## src/sv/sha256_pkg.sv

```systemverilog
`timescale 1ns / 1ps

package sha256_pkg;

   // Block geometry.
   localparam int unsigned BLOCK_BYTES = 64;
   localparam int unsigned WINDOW_WORDS = 16;
   localparam int unsigned HASH_WORDS = 8;
   localparam int unsigned LEN_POS = 56;
   localparam logic [7:0] PAD_BYTE = 8'h80;

   // Source of the byte shifted into the message window.
   typedef enum logic [1:0] {
      BYTE_MSG  = 2'd0,
      BYTE_PAD  = 2'd1,
      BYTE_ZERO = 2'd2,
      BYTE_LEN  = 2'd3
   } byte_sel_type;

   // Commands from the controller to the datapath.
   typedef struct packed {
      logic         push;
      logic         count_inc;
      byte_sel_type byte_sel;
      logic [2:0]   len_idx;
      logic         vars_load;
      logic         round_step;
      logic [5:0]   round_idx;
      logic         hash_update;
      logic         out_load;
      logic         out_shift;
   } dp_cmd_type;

   typedef logic [31:0] word_type;

   function automatic word_type big_sig0(input word_type v);
      return {v[1:0], v[31:2]} ^ {v[12:0], v[31:13]} ^ {v[21:0], v[31:22]};
   endfunction

   function automatic word_type big_sig1(input word_type v);
      return {v[5:0], v[31:6]} ^ {v[10:0], v[31:11]} ^ {v[24:0], v[31:25]};
   endfunction

   function automatic word_type small_sig0(input word_type v);
      return {v[6:0], v[31:7]} ^ {v[17:0], v[31:18]} ^ {3'b000, v[31:3]};
   endfunction

   function automatic word_type small_sig1(input word_type v);
      return {v[16:0], v[31:17]} ^ {v[18:0], v[31:19]} ^ {10'd0, v[31:10]};
   endfunction

   // Initial hash value for word i.
   function automatic word_type init_hash(input logic [2:0] i);
      word_type r;
      case (i)
         3'd0: r = 32'h6a09e667;
         3'd1: r = 32'hbb67ae85;
         3'd2: r = 32'h3c6ef372;
         3'd3: r = 32'ha54ff53a;
         3'd4: r = 32'h510e527f;
         3'd5: r = 32'h9b05688c;
         3'd6: r = 32'h1f83d9ab;
         3'd7: r = 32'h5be0cd19;
         default: r = 32'h0;
      endcase
      return r;
   endfunction

   // Round constant for round t.
   function automatic word_type round_const(input logic [5:0] t);
      word_type r;
      case (t)
         6'd0:  r = 32'h428a2f98;
         6'd1:  r = 32'h71374491;
         6'd2:  r = 32'hb5c0fbcf;
         6'd3:  r = 32'he9b5dba5;
         6'd4:  r = 32'h3956c25b;
         6'd5:  r = 32'h59f111f1;
         6'd6:  r = 32'h923f82a4;
         6'd7:  r = 32'hab1c5ed5;
         6'd8:  r = 32'hd807aa98;
         6'd9:  r = 32'h12835b01;
         6'd10: r = 32'h243185be;
         6'd11: r = 32'h550c7dc3;
         6'd12: r = 32'h72be5d74;
         6'd13: r = 32'h80deb1fe;
         6'd14: r = 32'h9bdc06a7;
         6'd15: r = 32'hc19bf174;
         6'd16: r = 32'he49b69c1;
         6'd17: r = 32'hefbe4786;
         6'd18: r = 32'h0fc19dc6;
         6'd19: r = 32'h240ca1cc;
         6'd20: r = 32'h2de92c6f;
         6'd21: r = 32'h4a7484aa;
         6'd22: r = 32'h5cb0a9dc;
         6'd23: r = 32'h76f988da;
         6'd24: r = 32'h983e5152;
         6'd25: r = 32'ha831c66d;
         6'd26: r = 32'hb00327c8;
         6'd27: r = 32'hbf597fc7;
         6'd28: r = 32'hc6e00bf3;
         6'd29: r = 32'hd5a79147;
         6'd30: r = 32'h06ca6351;
         6'd31: r = 32'h14292967;
         6'd32: r = 32'h27b70a85;
         6'd33: r = 32'h2e1b2138;
         6'd34: r = 32'h4d2c6dfc;
         6'd35: r = 32'h53380d13;
         6'd36: r = 32'h650a7354;
         6'd37: r = 32'h766a0abb;
         6'd38: r = 32'h81c2c92e;
         6'd39: r = 32'h92722c85;
         6'd40: r = 32'ha2bfe8a1;
         6'd41: r = 32'ha81a664b;
         6'd42: r = 32'hc24b8b70;
         6'd43: r = 32'hc76c51a3;
         6'd44: r = 32'hd192e819;
         6'd45: r = 32'hd6990624;
         6'd46: r = 32'hf40e3585;
         6'd47: r = 32'h106aa070;
         6'd48: r = 32'h19a4c116;
         6'd49: r = 32'h1e376c08;
         6'd50: r = 32'h2748774c;
         6'd51: r = 32'h34b0bcb5;
         6'd52: r = 32'h391c0cb3;
         6'd53: r = 32'h4ed8aa4a;
         6'd54: r = 32'h5b9cca4f;
         6'd55: r = 32'h682e6ff3;
         6'd56: r = 32'h748f82ee;
         6'd57: r = 32'h78a5636f;
         6'd58: r = 32'h84c87814;
         6'd59: r = 32'h8cc70208;
         6'd60: r = 32'h90befffa;
         6'd61: r = 32'ha4506ceb;
         6'd62: r = 32'hbef9a3f7;
         6'd63: r = 32'hc67178f2;
         default: r = 32'h0;
      endcase
      return r;
   endfunction

endpackage

```

## src/sv/sha256_stream_hasher_top.sv

```systemverilog
// SHA-256 stream hasher. Message bytes arrive one per transaction on the req
// channel; a transaction with tuser low carries no byte, and tlast marks the
// end of the message. Every 64th byte starts a compression (64 rounds on
// the one round unit, then the hash update) during which req_tready is low.
// After the last transaction the block pads to the end of the block and
// compresses; when fewer than eight bytes are left for the length, a second
// padded block follows. The S_FINAL state, left only once the previous
// digest has fully drained, moves the digest into the output buffer, after
// which the next message may start while the eight digest words, H0 first,
// drain on the rsp channel; tuser gives the word number and tlast marks
// word 7.
`timescale 1ns / 1ps

module sha256_stream_hasher_top (
   input  logic        clock,
   input  logic        reset,
   input  logic        req_tvalid,
   output logic        req_tready,
   input  logic [7:0]  req_tdata,   // [7:0] msg_byte
   input  logic        req_tuser,   // [0] byte_present
   input  logic        req_tlast,   // end_of_message
   output logic        rsp_tvalid,
   input  logic        rsp_tready,
   output logic [31:0] rsp_tdata,   // [31:0] digest_word
   output logic [2:0]  rsp_tuser,   // [2:0] word_number
   output logic        rsp_tlast    // last_word
);
   import sha256_pkg::*;

   dp_cmd_type cmd;

   sha256_ctrl u_ctrl (
      .clock      (clock),
      .reset      (reset),
      .req_tvalid (req_tvalid),
      .req_tready (req_tready),
      .req_tuser  (req_tuser),
      .req_tlast  (req_tlast),
      .rsp_tvalid (rsp_tvalid),
      .rsp_tready (rsp_tready),
      .rsp_tuser  (rsp_tuser),
      .rsp_tlast  (rsp_tlast),
      .cmd        (cmd)
   );

   sha256_datapath u_datapath (
      .clock       (clock),
      .reset       (reset),
      .cmd         (cmd),
      .msg_byte    (req_tdata),
      .digest_word (rsp_tdata)
   );

endmodule

```

## src/sv/sha256_ctrl.sv

```systemverilog
`timescale 1ns / 1ps

module sha256_ctrl (
   input  logic                   clock,
   input  logic                   reset,
   input  logic                   req_tvalid,
   output logic                   req_tready,
   input  logic                   req_tuser,
   input  logic                   req_tlast,
   output logic                   rsp_tvalid,
   input  logic                   rsp_tready,
   output logic [2:0]             rsp_tuser,
   output logic                   rsp_tlast,
   output sha256_pkg::dp_cmd_type cmd
);
   import sha256_pkg::*;

   typedef enum logic [4:0] {
      S_LOAD   = 5'b00001,
      S_PAD    = 5'b00010,
      S_ROUND  = 5'b00100,
      S_UPDATE = 5'b01000,
      S_FINAL  = 5'b10000
   } state_type;

   state_type  state_ff, state_in;
   logic [5:0] pos_ff, pos_in;
   logic [5:0] round_ff, round_in;
   logic       pad_active_ff, pad_active_in;
   logic       pad_first_ff, pad_first_in;
   logic       len_ok_ff, len_ok_in;
   logic       final_ff, final_in;
   logic       out_busy_ff, out_busy_in;
   logic [2:0] out_cnt_ff, out_cnt_in;

   logic       req_fire;
   logic       rsp_fire;
   logic       block_full;
   logic [5:0] pos_after;

   assign req_tready = (state_ff == S_LOAD);
   assign req_fire   = req_tvalid && req_tready;
   assign rsp_fire   = rsp_tvalid && rsp_tready;
   assign rsp_tvalid = out_busy_ff;
   assign rsp_tuser  = out_cnt_ff;
   assign rsp_tlast  = (out_cnt_ff == 3'd7);

   // A present byte at the last block position fills the block.
   assign block_full = req_tuser && (pos_ff == 6'(BLOCK_BYTES - 1));
   assign pos_after  = pos_ff + {5'd0, req_tuser};

   // Next-state and command logic.
   always_comb begin
      state_in      = state_ff;
      pos_in        = pos_ff;
      round_in      = round_ff;
      pad_active_in = pad_active_ff;
      pad_first_in  = pad_first_ff;
      len_ok_in     = len_ok_ff;
      final_in      = final_ff;
      out_busy_in   = out_busy_ff;
      out_cnt_in    = out_cnt_ff;

      cmd             = '0;
      cmd.byte_sel    = BYTE_MSG;
      cmd.len_idx     = pos_ff[2:0];
      cmd.round_idx   = round_ff;
      cmd.out_shift   = rsp_fire;

      case (state_ff)
         S_LOAD: begin
            if (req_fire) begin
               if (req_tuser) begin
                  cmd.push      = 1'b1;
                  cmd.count_inc = 1'b1;
                  pos_in        = pos_ff + 6'd1;
               end
               if (block_full) begin
                  cmd.vars_load = 1'b1;
                  state_in      = S_ROUND;
                  if (req_tlast) begin
                     pad_active_in = 1'b1;
                     pad_first_in  = 1'b1;
                     len_ok_in     = 1'b1;
                  end
               end else if (req_tlast) begin
                  pad_active_in = 1'b1;
                  pad_first_in  = 1'b1;
                  len_ok_in     = (pos_after < 6'(LEN_POS));
                  state_in      = S_PAD;
               end
            end
         end
         S_PAD: begin
            cmd.push = 1'b1;
            if (pad_first_ff) begin
               cmd.byte_sel = BYTE_PAD;
            end else if (len_ok_ff && (pos_ff >= 6'(LEN_POS))) begin
               cmd.byte_sel = BYTE_LEN;
            end else begin
               cmd.byte_sel = BYTE_ZERO;
            end
            pad_first_in = 1'b0;
            pos_in       = pos_ff + 6'd1;
            if (pos_ff == 6'(BLOCK_BYTES - 1)) begin
               // Block complete: the length lands here unless it did not fit.
               cmd.vars_load = 1'b1;
               final_in      = len_ok_ff;
               len_ok_in     = 1'b1;
               state_in      = S_ROUND;
            end
         end
         S_ROUND: begin
            cmd.round_step = 1'b1;
            round_in       = round_ff + 6'd1;
            if (round_ff == 6'(BLOCK_BYTES - 1)) begin
               state_in = S_UPDATE;
            end
         end
         S_UPDATE: begin
            cmd.hash_update = 1'b1;
            if (final_ff) begin
               state_in = S_FINAL;
            end else if (pad_active_ff) begin
               state_in = S_PAD;
            end else begin
               state_in = S_LOAD;
            end
         end
         S_FINAL: begin
            // Hand the digest to the output buffer once it has drained.
            if (!out_busy_ff) begin
               cmd.out_load  = 1'b1;
               pad_active_in = 1'b0;
               final_in      = 1'b0;
               state_in      = S_LOAD;
            end
         end
         default: begin
            state_in = S_LOAD;
         end
      endcase

      // Output word counter.
      if (cmd.out_load) begin
         out_busy_in = 1'b1;
         out_cnt_in  = 3'd0;
      end else if (rsp_fire) begin
         out_cnt_in = out_cnt_ff + 3'd1;
         if (out_cnt_ff == 3'd7) begin
            out_busy_in = 1'b0;
         end
      end
   end

   always_ff @(posedge clock) begin
      if (reset) begin
         state_ff      <= S_LOAD;
         pos_ff        <= '0;
         round_ff      <= '0;
         pad_active_ff <= 1'b0;
         pad_first_ff  <= 1'b0;
         len_ok_ff     <= 1'b0;
         final_ff      <= 1'b0;
         out_busy_ff   <= 1'b0;
         out_cnt_ff    <= '0;
      end else begin
         state_ff      <= state_in;
         pos_ff        <= pos_in;
         round_ff      <= round_in;
         pad_active_ff <= pad_active_in;
         pad_first_ff  <= pad_first_in;
         len_ok_ff     <= len_ok_in;
         final_ff      <= final_in;
         out_busy_ff   <= out_busy_in;
         out_cnt_ff    <= out_cnt_in;
      end
   end

endmodule

```

## src/sv/sha256_datapath.sv

```systemverilog
`timescale 1ns / 1ps

module sha256_datapath (
   input  logic                   clock,
   input  logic                   reset,
   input  sha256_pkg::dp_cmd_type cmd,
   input  logic [7:0]             msg_byte,
   output logic [31:0]            digest_word
);
   import sha256_pkg::*;

   word_type    window_ff [WINDOW_WORDS];
   word_type    hash_ff   [HASH_WORDS];
   word_type    vars_ff   [HASH_WORDS];
   word_type    out_ff    [HASH_WORDS];
   logic [63:0] count_ff;

   logic [7:0]  byte_in;
   logic [63:0] len_bits;
   logic [63:0] len_shift;
   word_type    sched_next;
   word_type    t1;
   word_type    t2;
   word_type    ch;
   word_type    maj;

   // Byte that enters the window on a push.
   assign len_bits  = {count_ff[60:0], 3'b000};
   assign len_shift = len_bits >> {~cmd.len_idx, 3'b000};

   always_comb begin
      case (cmd.byte_sel)
         BYTE_MSG:  byte_in = msg_byte;
         BYTE_PAD:  byte_in = PAD_BYTE;
         BYTE_ZERO: byte_in = 8'h00;
         BYTE_LEN:  byte_in = len_shift[7:0];
         default:   byte_in = 8'h00;
      endcase
   end

   // Message schedule: word 0 of the window is the current round's word.
   assign sched_next = small_sig1(window_ff[14]) + window_ff[9]
                     + small_sig0(window_ff[1]) + window_ff[0];

   // One compression round.
   assign ch  = (vars_ff[4] & vars_ff[5]) ^ (~vars_ff[4] & vars_ff[6]);
   assign maj = (vars_ff[0] & vars_ff[1]) ^ (vars_ff[0] & vars_ff[2])
              ^ (vars_ff[1] & vars_ff[2]);
   assign t1  = vars_ff[7] + big_sig1(vars_ff[4]) + ch
              + round_const(cmd.round_idx) + window_ff[0];
   assign t2  = big_sig0(vars_ff[0]) + maj;

   // The window shifts a byte in while loading or padding and a word while hashing.
   always_ff @(posedge clock) begin
      if (cmd.push) begin
         for (int i = 0; i < WINDOW_WORDS - 1; i++) begin
            window_ff[i] <= {window_ff[i][23:0], window_ff[i+1][31:24]};
         end
         window_ff[WINDOW_WORDS-1] <= {window_ff[WINDOW_WORDS-1][23:0], byte_in};
      end else if (cmd.round_step) begin
         for (int i = 0; i < WINDOW_WORDS - 1; i++) begin
            window_ff[i] <= window_ff[i+1];
         end
         window_ff[WINDOW_WORDS-1] <= sched_next;
      end
   end

   // Working variables a through h.
   always_ff @(posedge clock) begin
      if (cmd.vars_load) begin
         for (int i = 0; i < HASH_WORDS; i++) begin
            vars_ff[i] <= hash_ff[i];
         end
      end else if (cmd.round_step) begin
         vars_ff[7] <= vars_ff[6];
         vars_ff[6] <= vars_ff[5];
         vars_ff[5] <= vars_ff[4];
         vars_ff[4] <= vars_ff[3] + t1;
         vars_ff[3] <= vars_ff[2];
         vars_ff[2] <= vars_ff[1];
         vars_ff[1] <= vars_ff[0];
         vars_ff[0] <= t1 + t2;
      end
   end

   // Running hash and message byte count.
   always_ff @(posedge clock) begin
      if (reset || cmd.out_load) begin
         for (int i = 0; i < HASH_WORDS; i++) begin
            hash_ff[i] <= init_hash(3'(i));
         end
         count_ff <= '0;
      end else begin
         if (cmd.hash_update) begin
            for (int i = 0; i < HASH_WORDS; i++) begin
               hash_ff[i] <= hash_ff[i] + vars_ff[i];
            end
         end
         if (cmd.count_inc) begin
            count_ff <= count_ff + 64'd1;
         end
      end
   end

   // Output buffer: takes the digest, then shifts one word per transaction.
   always_ff @(posedge clock) begin
      if (cmd.out_load) begin
         for (int i = 0; i < HASH_WORDS; i++) begin
            out_ff[i] <= hash_ff[i];
         end
      end else if (cmd.out_shift) begin
         for (int i = 0; i < HASH_WORDS - 1; i++) begin
            out_ff[i] <= out_ff[i+1];
         end
         out_ff[HASH_WORDS-1] <= out_ff[HASH_WORDS-1];
      end
   end

   assign digest_word = out_ff[0];

endmodule

```

## config.mk

```make
export PLATFORM = sky130hd
export DESIGN_NAME = sha256_stream_hasher_top
export DESIGN_NICKNAME = d
export VERILOG_FILES = /design/src/sv/sha256_pkg.sv /design/src/sv/sha256_stream_hasher_top.sv /design/src/sv/sha256_ctrl.sv /design/src/sv/sha256_datapath.sv
export SDC_FILE = /design/constraint.sdc
export NUM_CORES = 2
export LEC_CHECK = 0
export ABC_AREA = 1
export BUFFER_PORTS_ARGS = -buffer_cell sky130_fd_sc_hd__buf_2
export CORE_UTILIZATION = 55
export CTS_CLUSTER_DIAMETER = 40
export DETAILED_ROUTE_END_ITERATION = 8
export PLACE_DENSITY = 0.8
export SLEW_MARGIN = 20
export SYNTH_ARGS = -nofsm -noshare
export SYNTH_HDL_FRONTEND = slang
export SYNTH_SLANG_ARGS = --single-unit
```

## constraint.sdc

```tcl
create_clock -name clock -period 47.3 [get_ports clock]
set_clock_uncertainty 0.15 [all_clocks]
set_input_delay 7.095 -clock clock [delete_from_list [all_inputs] [get_ports clock]]
set_output_delay 7.095 -clock clock [all_outputs]
set_load 0.005 [all_outputs]
```

== Word level (Yosys, flattened, before mapping) ==
Memories as Yosys holds them, arrays and structs flattened. A register that Yosys moved wholly into a read port is not among the register bits.
Index checks and enable logic that the tools add are counted.

* Register bits: 89
* Bits in writable memories: 1,280
* Memory bits (read-only): 2,048
* Input port bits: 14
* Output and inout port bits: 38
* Word-level logic and storage cells: 248
* Memories kept: 5

* Add/subtract/negate cells: 23
* Order comparisons: 2
* Equality and inequality tests: 18
* Shift operators: 1
* Muxes and demuxes: 112
* Bitwise gates (word level): 58
* Reductions and logical operators: 19

{| class="wikitable"
|+ Memory list
! name !! depth !! width !! read ports !! clocked after memory_dff !! wr ports !! line !! RTL
|-
| (no name shown) || 64 || 32 || 1 || 1 || 0 || sha256_pkg.sv:72 || <nowiki>case (t)</nowiki>
|-
| u_datapath.window_ff || 16 || 32 || 16 || 0 || 16 || sha256_datapath.sv:12 || <nowiki>word_type window_ff [WINDOW_WORDS];</nowiki>
|-
| u_datapath.hash_ff || 8 || 32 || 8 || 0 || 8 || sha256_datapath.sv:13 || <nowiki>word_type hash_ff [HASH_WORDS];</nowiki>
|-
| u_datapath.out_ff || 8 || 32 || 8 || 0 || 8 || sha256_datapath.sv:15 || <nowiki>word_type out_ff [HASH_WORDS];</nowiki>
|-
| u_datapath.vars_ff || 8 || 32 || 8 || 0 || 8 || sha256_datapath.sv:14 || <nowiki>word_type vars_ff [HASH_WORDS];</nowiki>
|}

{| class="wikitable"
|+ Operators with widths
! cell !! number
|-
| $mux W32 || 48
|-
| $add A32 B32 Y32 || 18
|-
| $xor A32 B32 Y32 || 9
|-
| $and A32 B32 Y32 || 5
|-
| $add A64 B1 Y64 const B || 1
|-
| $shr A64 B6 Y8 || 1
|-
| $or A1 B1 Y1 || 40
|-
| $mux W1 || 39
|-
| $mux W5 || 7
|-
| $not A32 Y32 || 1
|-
| $pmux W8 S4 || 1
|-
| $xor A32 B22 Y32 || 1
|-
| $xor A32 B29 Y32 || 1
|-
| $pmux W5 S5 || 1
|-
| $mux W6 || 4
|-
| $add A6 B1 Y6 const B || 2
|-
| $eq A6 B6 Y1 const B || 2
|-
| $pmux W1 S2 || 6
|-
| $pmux W6 S2 || 1
|-
| $mux W2 || 5
|-
| $reduce_bool A2 Y1 || 5
|-
| $reduce_and A3 Y1 || 3
|-
| $ne A2 B2 Y1 const B || 4
|-
| $reduce_and A4 Y1 || 2
|-
| other kinds (21) || 26
|}

== Logic depth before layout (Yosys ltp) ==
An unclocked memory read counts as a cell.

* Word-level depth: 9
* Mapped depth: 36

== Modules after synthesis ==
From an unflattened synthesis, not the netlist that was laid out.

* Cell total of the unflattened synthesis: 9,990
* Area total of the unflattened synthesis: 88,107.0 um2

{| class="wikitable"
|+ Modules (own cells, without submodules)
! module !! instances !! cells each !! area an instance (um2) !! sequential area each (um2)
|-
| sha256_datapath || 1 || 9,778 || 86,670.6 || 39,658.0
|-
| sha256_ctrl || 1 || 212 || 1,436.4 || 500.5
|}

== Worst setup path after synthesis ==
OpenSTA, ideal clock, no wires.

* Kind: input port to flip-flop
* Start point: in req_tvalid
* End point: mem u_datapath.vars_ff[0][0] (netlist bit), enable pin
* Library setup time: 1,227 ps
* Data arrival time: 25,797 ps
* Required time: 45,923 ps
* Setup slack: 20,126 ps
* Stages on the path: 8
* Path buffers: 2
* Cell sequence: inv_1 nor2_2 nand2_4 nand2_2 inv_2 clkbuf_1 clkbuf_1 o21ai_0

{| class="wikitable"
|+ RTL lines
! element !! line !! RTL
|-
| start, declared || sha256_stream_hasher_top.sv:17 || <nowiki>input logic req_tvalid,</nowiki>
|-
| end, declared || sha256_datapath.sv:14 ||
|}

==> flow_summary.json <==
{
  "cts_tree": "done",
  "grt_pass1_wl_um": 450000,
  "via_per_inst": 6.00,
  "synth_top_area_cell": "edfxtp_1",
  "critPathRequiredTime_ns": 47.58,
  "min_period_ns": 13.19,
  "cp_max_fo": 85,
  "cts_hold_buffers": 0,
  "row_count": 148,
  "start_kind": "primary input",
  "yosysSeqAreaShare_pct": 45.4,
  "cts_max_level": 4,
  "hold_violations": 0,
  "setup_tns_ns": 0,
  "antenna_found_initial": 5,
  "ys.flop_type": "edfxtp_1",
  "yosys-top-cells-area": "edfxtp_1 43%, nand2_1 11%, o21ai_0 5.6%",
  "drtIter0Drc": 9952,
  "drive_gt1_share_pct": 7.54,
  "finalSetupViolCount": 0,
  "cts_setup_buffers": 0,
  "arrival_ns": 13.47,
  "syn_area_um2": 89900,
  "relSlewSlack_pct": 22.3,
  "nets": 11000,
  "cts_buffers": 217,
  "fmax_mhz": 75.8,
  "drcViolationCount": 0,
  "path_cells": "buf_2, inv_1, nor2_2, nand2_4, nand2_8, inv_6, nand2_4, buf_4, buf_4, buf_4, buf_4, buf_4",
  "synth_top_area_share_pct": 42.8,
  "slowest_stage": "buf_4",
  "die_x_um": 406,
  "ys_top_cells_by_count": "2657 x nand2_1, 1288 x inv_1, 1280 x edfxtp_1",
  "coreArea_um2": 163000,
  "clk_latency_ns": 0.87,
  "async_flop_share_pct": 0,
  "ys_types": 64,
  "grt.total_usage_pct": 36.6,
  "rsz0062_at_grt": "false",
  "route.vias.total": 76400,
  "grt-ovfl-total": 0,
  "maxSlewViolCount": 0,
  "dieArea_um2": 165000,
  "regArea_um2": 40800,
  "critical_path.top_delay_family": "buffers and inverters",
  "cts_root_buf": "clkbuf_16",
  "worstSetupEndpointType": "flop",
  "wl_per_cell_um": 24.0,
  "drt_wl_total_um": 306000,
  "synth_most_common_cell": "nand2_1",
  "grt_max_degree": 282,
  "place.port_buffers": 51,
  "ctsResizeCount": 0,
  "syn_to_final_growth_pct": 10.3,
  "antenna_left": 0,
  "cts_buffer_depth": 3,
  "dpl.hpwl_um": 229000,
  "die_h_um": 406,
  "cts_sinks": 1398,
  "grt_pass1_vias": 71500,
  "syn_avg_cell_area_um2": 8.61,
  "ioPinCount": 52,
  "multiInputGateArea_um2": 42500,
  "path_class": "in2reg",
  "maxCapViolations": 0,
  "fill_cells": 14000,
  "path_buf_inv": 8,
  "max_stage_delay_ns": 0.97,
  "ys_ff_latch": 1398,
  "floorplan.initialDensity_pct": 55.3,
  "cpMostUsedCell": "buf_4",
  "synth-edff-count": 1280,
  "dr.pass1.iters": 7,
  "synth_nets": 11000,
  "synthCells": 10400,
  "min_path_type": "reg2reg",
  "worst_slew_pin_slew_ns": 1.16,
  "clkTransAtPathRegs_ns": 0.06,
  "status": "complete, no violations",
  "gp_congestion": 1.05,
  "yosysWarnings": 0,
  "min_period_over_period_pct": 27.9
}
[cells by family (layout without fill, tap and decap cells)]
kind of cell	after synthesis	in the layout	share of synthesized area [%]
muxes	186	186	2.33
AOI/OAI and AO/OA	2009	2009	12.1
xor gates and xnor gates	374	374	3.67
and+or+nand+nor	4148	4148	19.0
DFF	1398	1398	45.4
other	0	4	0
adders and majority gates	604	604	9.99
buffers and inverters	1723	1821	7.43
[per-layer routing]
layer  GRT usage, %  routed length, µm
met1           49.8             122000
met2           54.3             131000
met3           7.64              33000
met4           20.6              19900
met5              0                 12
[worst paths after layout]
check	start	to	slack, ns	cells after the start
worst max register to register	u_datapath.vars_ff[1][28]	u_datapath.vars_ff[0][31]	39.32	29
worst min register to register	u_datapath.hash_ff[1][111]	u_datapath.out_ff[0][239]	0.34	0
worst min-delay path	u_datapath.hash_ff[1][111]	u_datapath.out_ff[0][239]	0.34	0
worst max-delay path	req_tvalid	u_datapath.window_ff[0][174]	34.11	12
[layout by cell type, fill, tap and decap left out, types with 15 or more instances in the layout]
cell type / synthesis / final
o21ai_0: 1001 / 1000
clkinv_2: 1 / 15
nor4_1: 17 / 17
o21a_1: 47 / 47
nand4_1: 115 / 115
maj3_1: 15 / 15
clkinvlp_4: 0 / 28
clkinv_4: 0 / 31
xnor2_1: 166 / 166
clkbuf_16: 0 / 218
inv_6: 0 / 26
a21oi_1: 649 / 649
a31oi_1: 47 / 47
xor2_1: 206 / 206
o221ai_1: 22 / 22
clkinv_1: 2 / 19
nand3b_1: 29 / 29
inv_1: 1288 / 1288
nand2_1: 2657 / 2653
o211ai_1: 31 / 31
buf_2: 47 / 51
nand3_1: 480 / 480
o21ai_1: 25 / 25
edfxtp_1: 1280 / 1280
a21boi_0: 38 / 38
ha_1: 394 / 394
a21o_1: 56 / 56
inv_8: 0 / 21
fa_1: 195 / 195
dfxtp_1: 118 / 118
mux2_2: 186 / 186
clkbuf_1: 322 / 21
nor3_1: 106 / 106
o21bai_1: 49 / 49
buf_4: 34 / 50
nor2_1: 627 / 625
bufinv_16: 0 / 21
or2_2: 53 / 53
[cell type report]
class	count	area share [%]
Tap cell	2175	2.74
Clock inverter	167	1.95
Multi-Input combinational cell	7321	42.8
Clock buffer	241	5.61
Timing Repair Buffer	107	0.756
Sequential cell	1398	41.1
Inverter	1306	4.96
Antenna cell	4	0.0101
[state kept, by name (all words and copies together), names as in the netlist, 5 cells and up, named ones only]
register              flops
u_ctrl.round_ff           6
u_datapath.hash_ff      256
u_ctrl.pos_ff             6
u_datapath.window_ff    512
u_ctrl.state_ff           5
u_datapath.vars_ff      256
u_datapath.out_ff       256
u_datapath.count_ff      61
[stage by stage]
stage | cell area [µm²] | util (%) | setup slack, ns | hold WS (ns) | std cells
floorplan | 89900 | - | 20.13 | 0.290 | 10400
global placement | 91600 | 56.4 | 32.68 | 0.315 | 12300
detailed placement | 91600 | 56.4 | 32.52 | 0.324 | 12300
CTS | 99100 | 61.0 | 33.39 | 0.336 | 12700
global route | 99200 | 61.0 | 33.65 | 0.354 | 12700
finish | 99200 | 61.0 | 34.11 | 0.339 | 12700
Power is left out: the tool's default activity adds up to more than one toggle a clock period on the data nets, which glitch-free logic cannot reach.
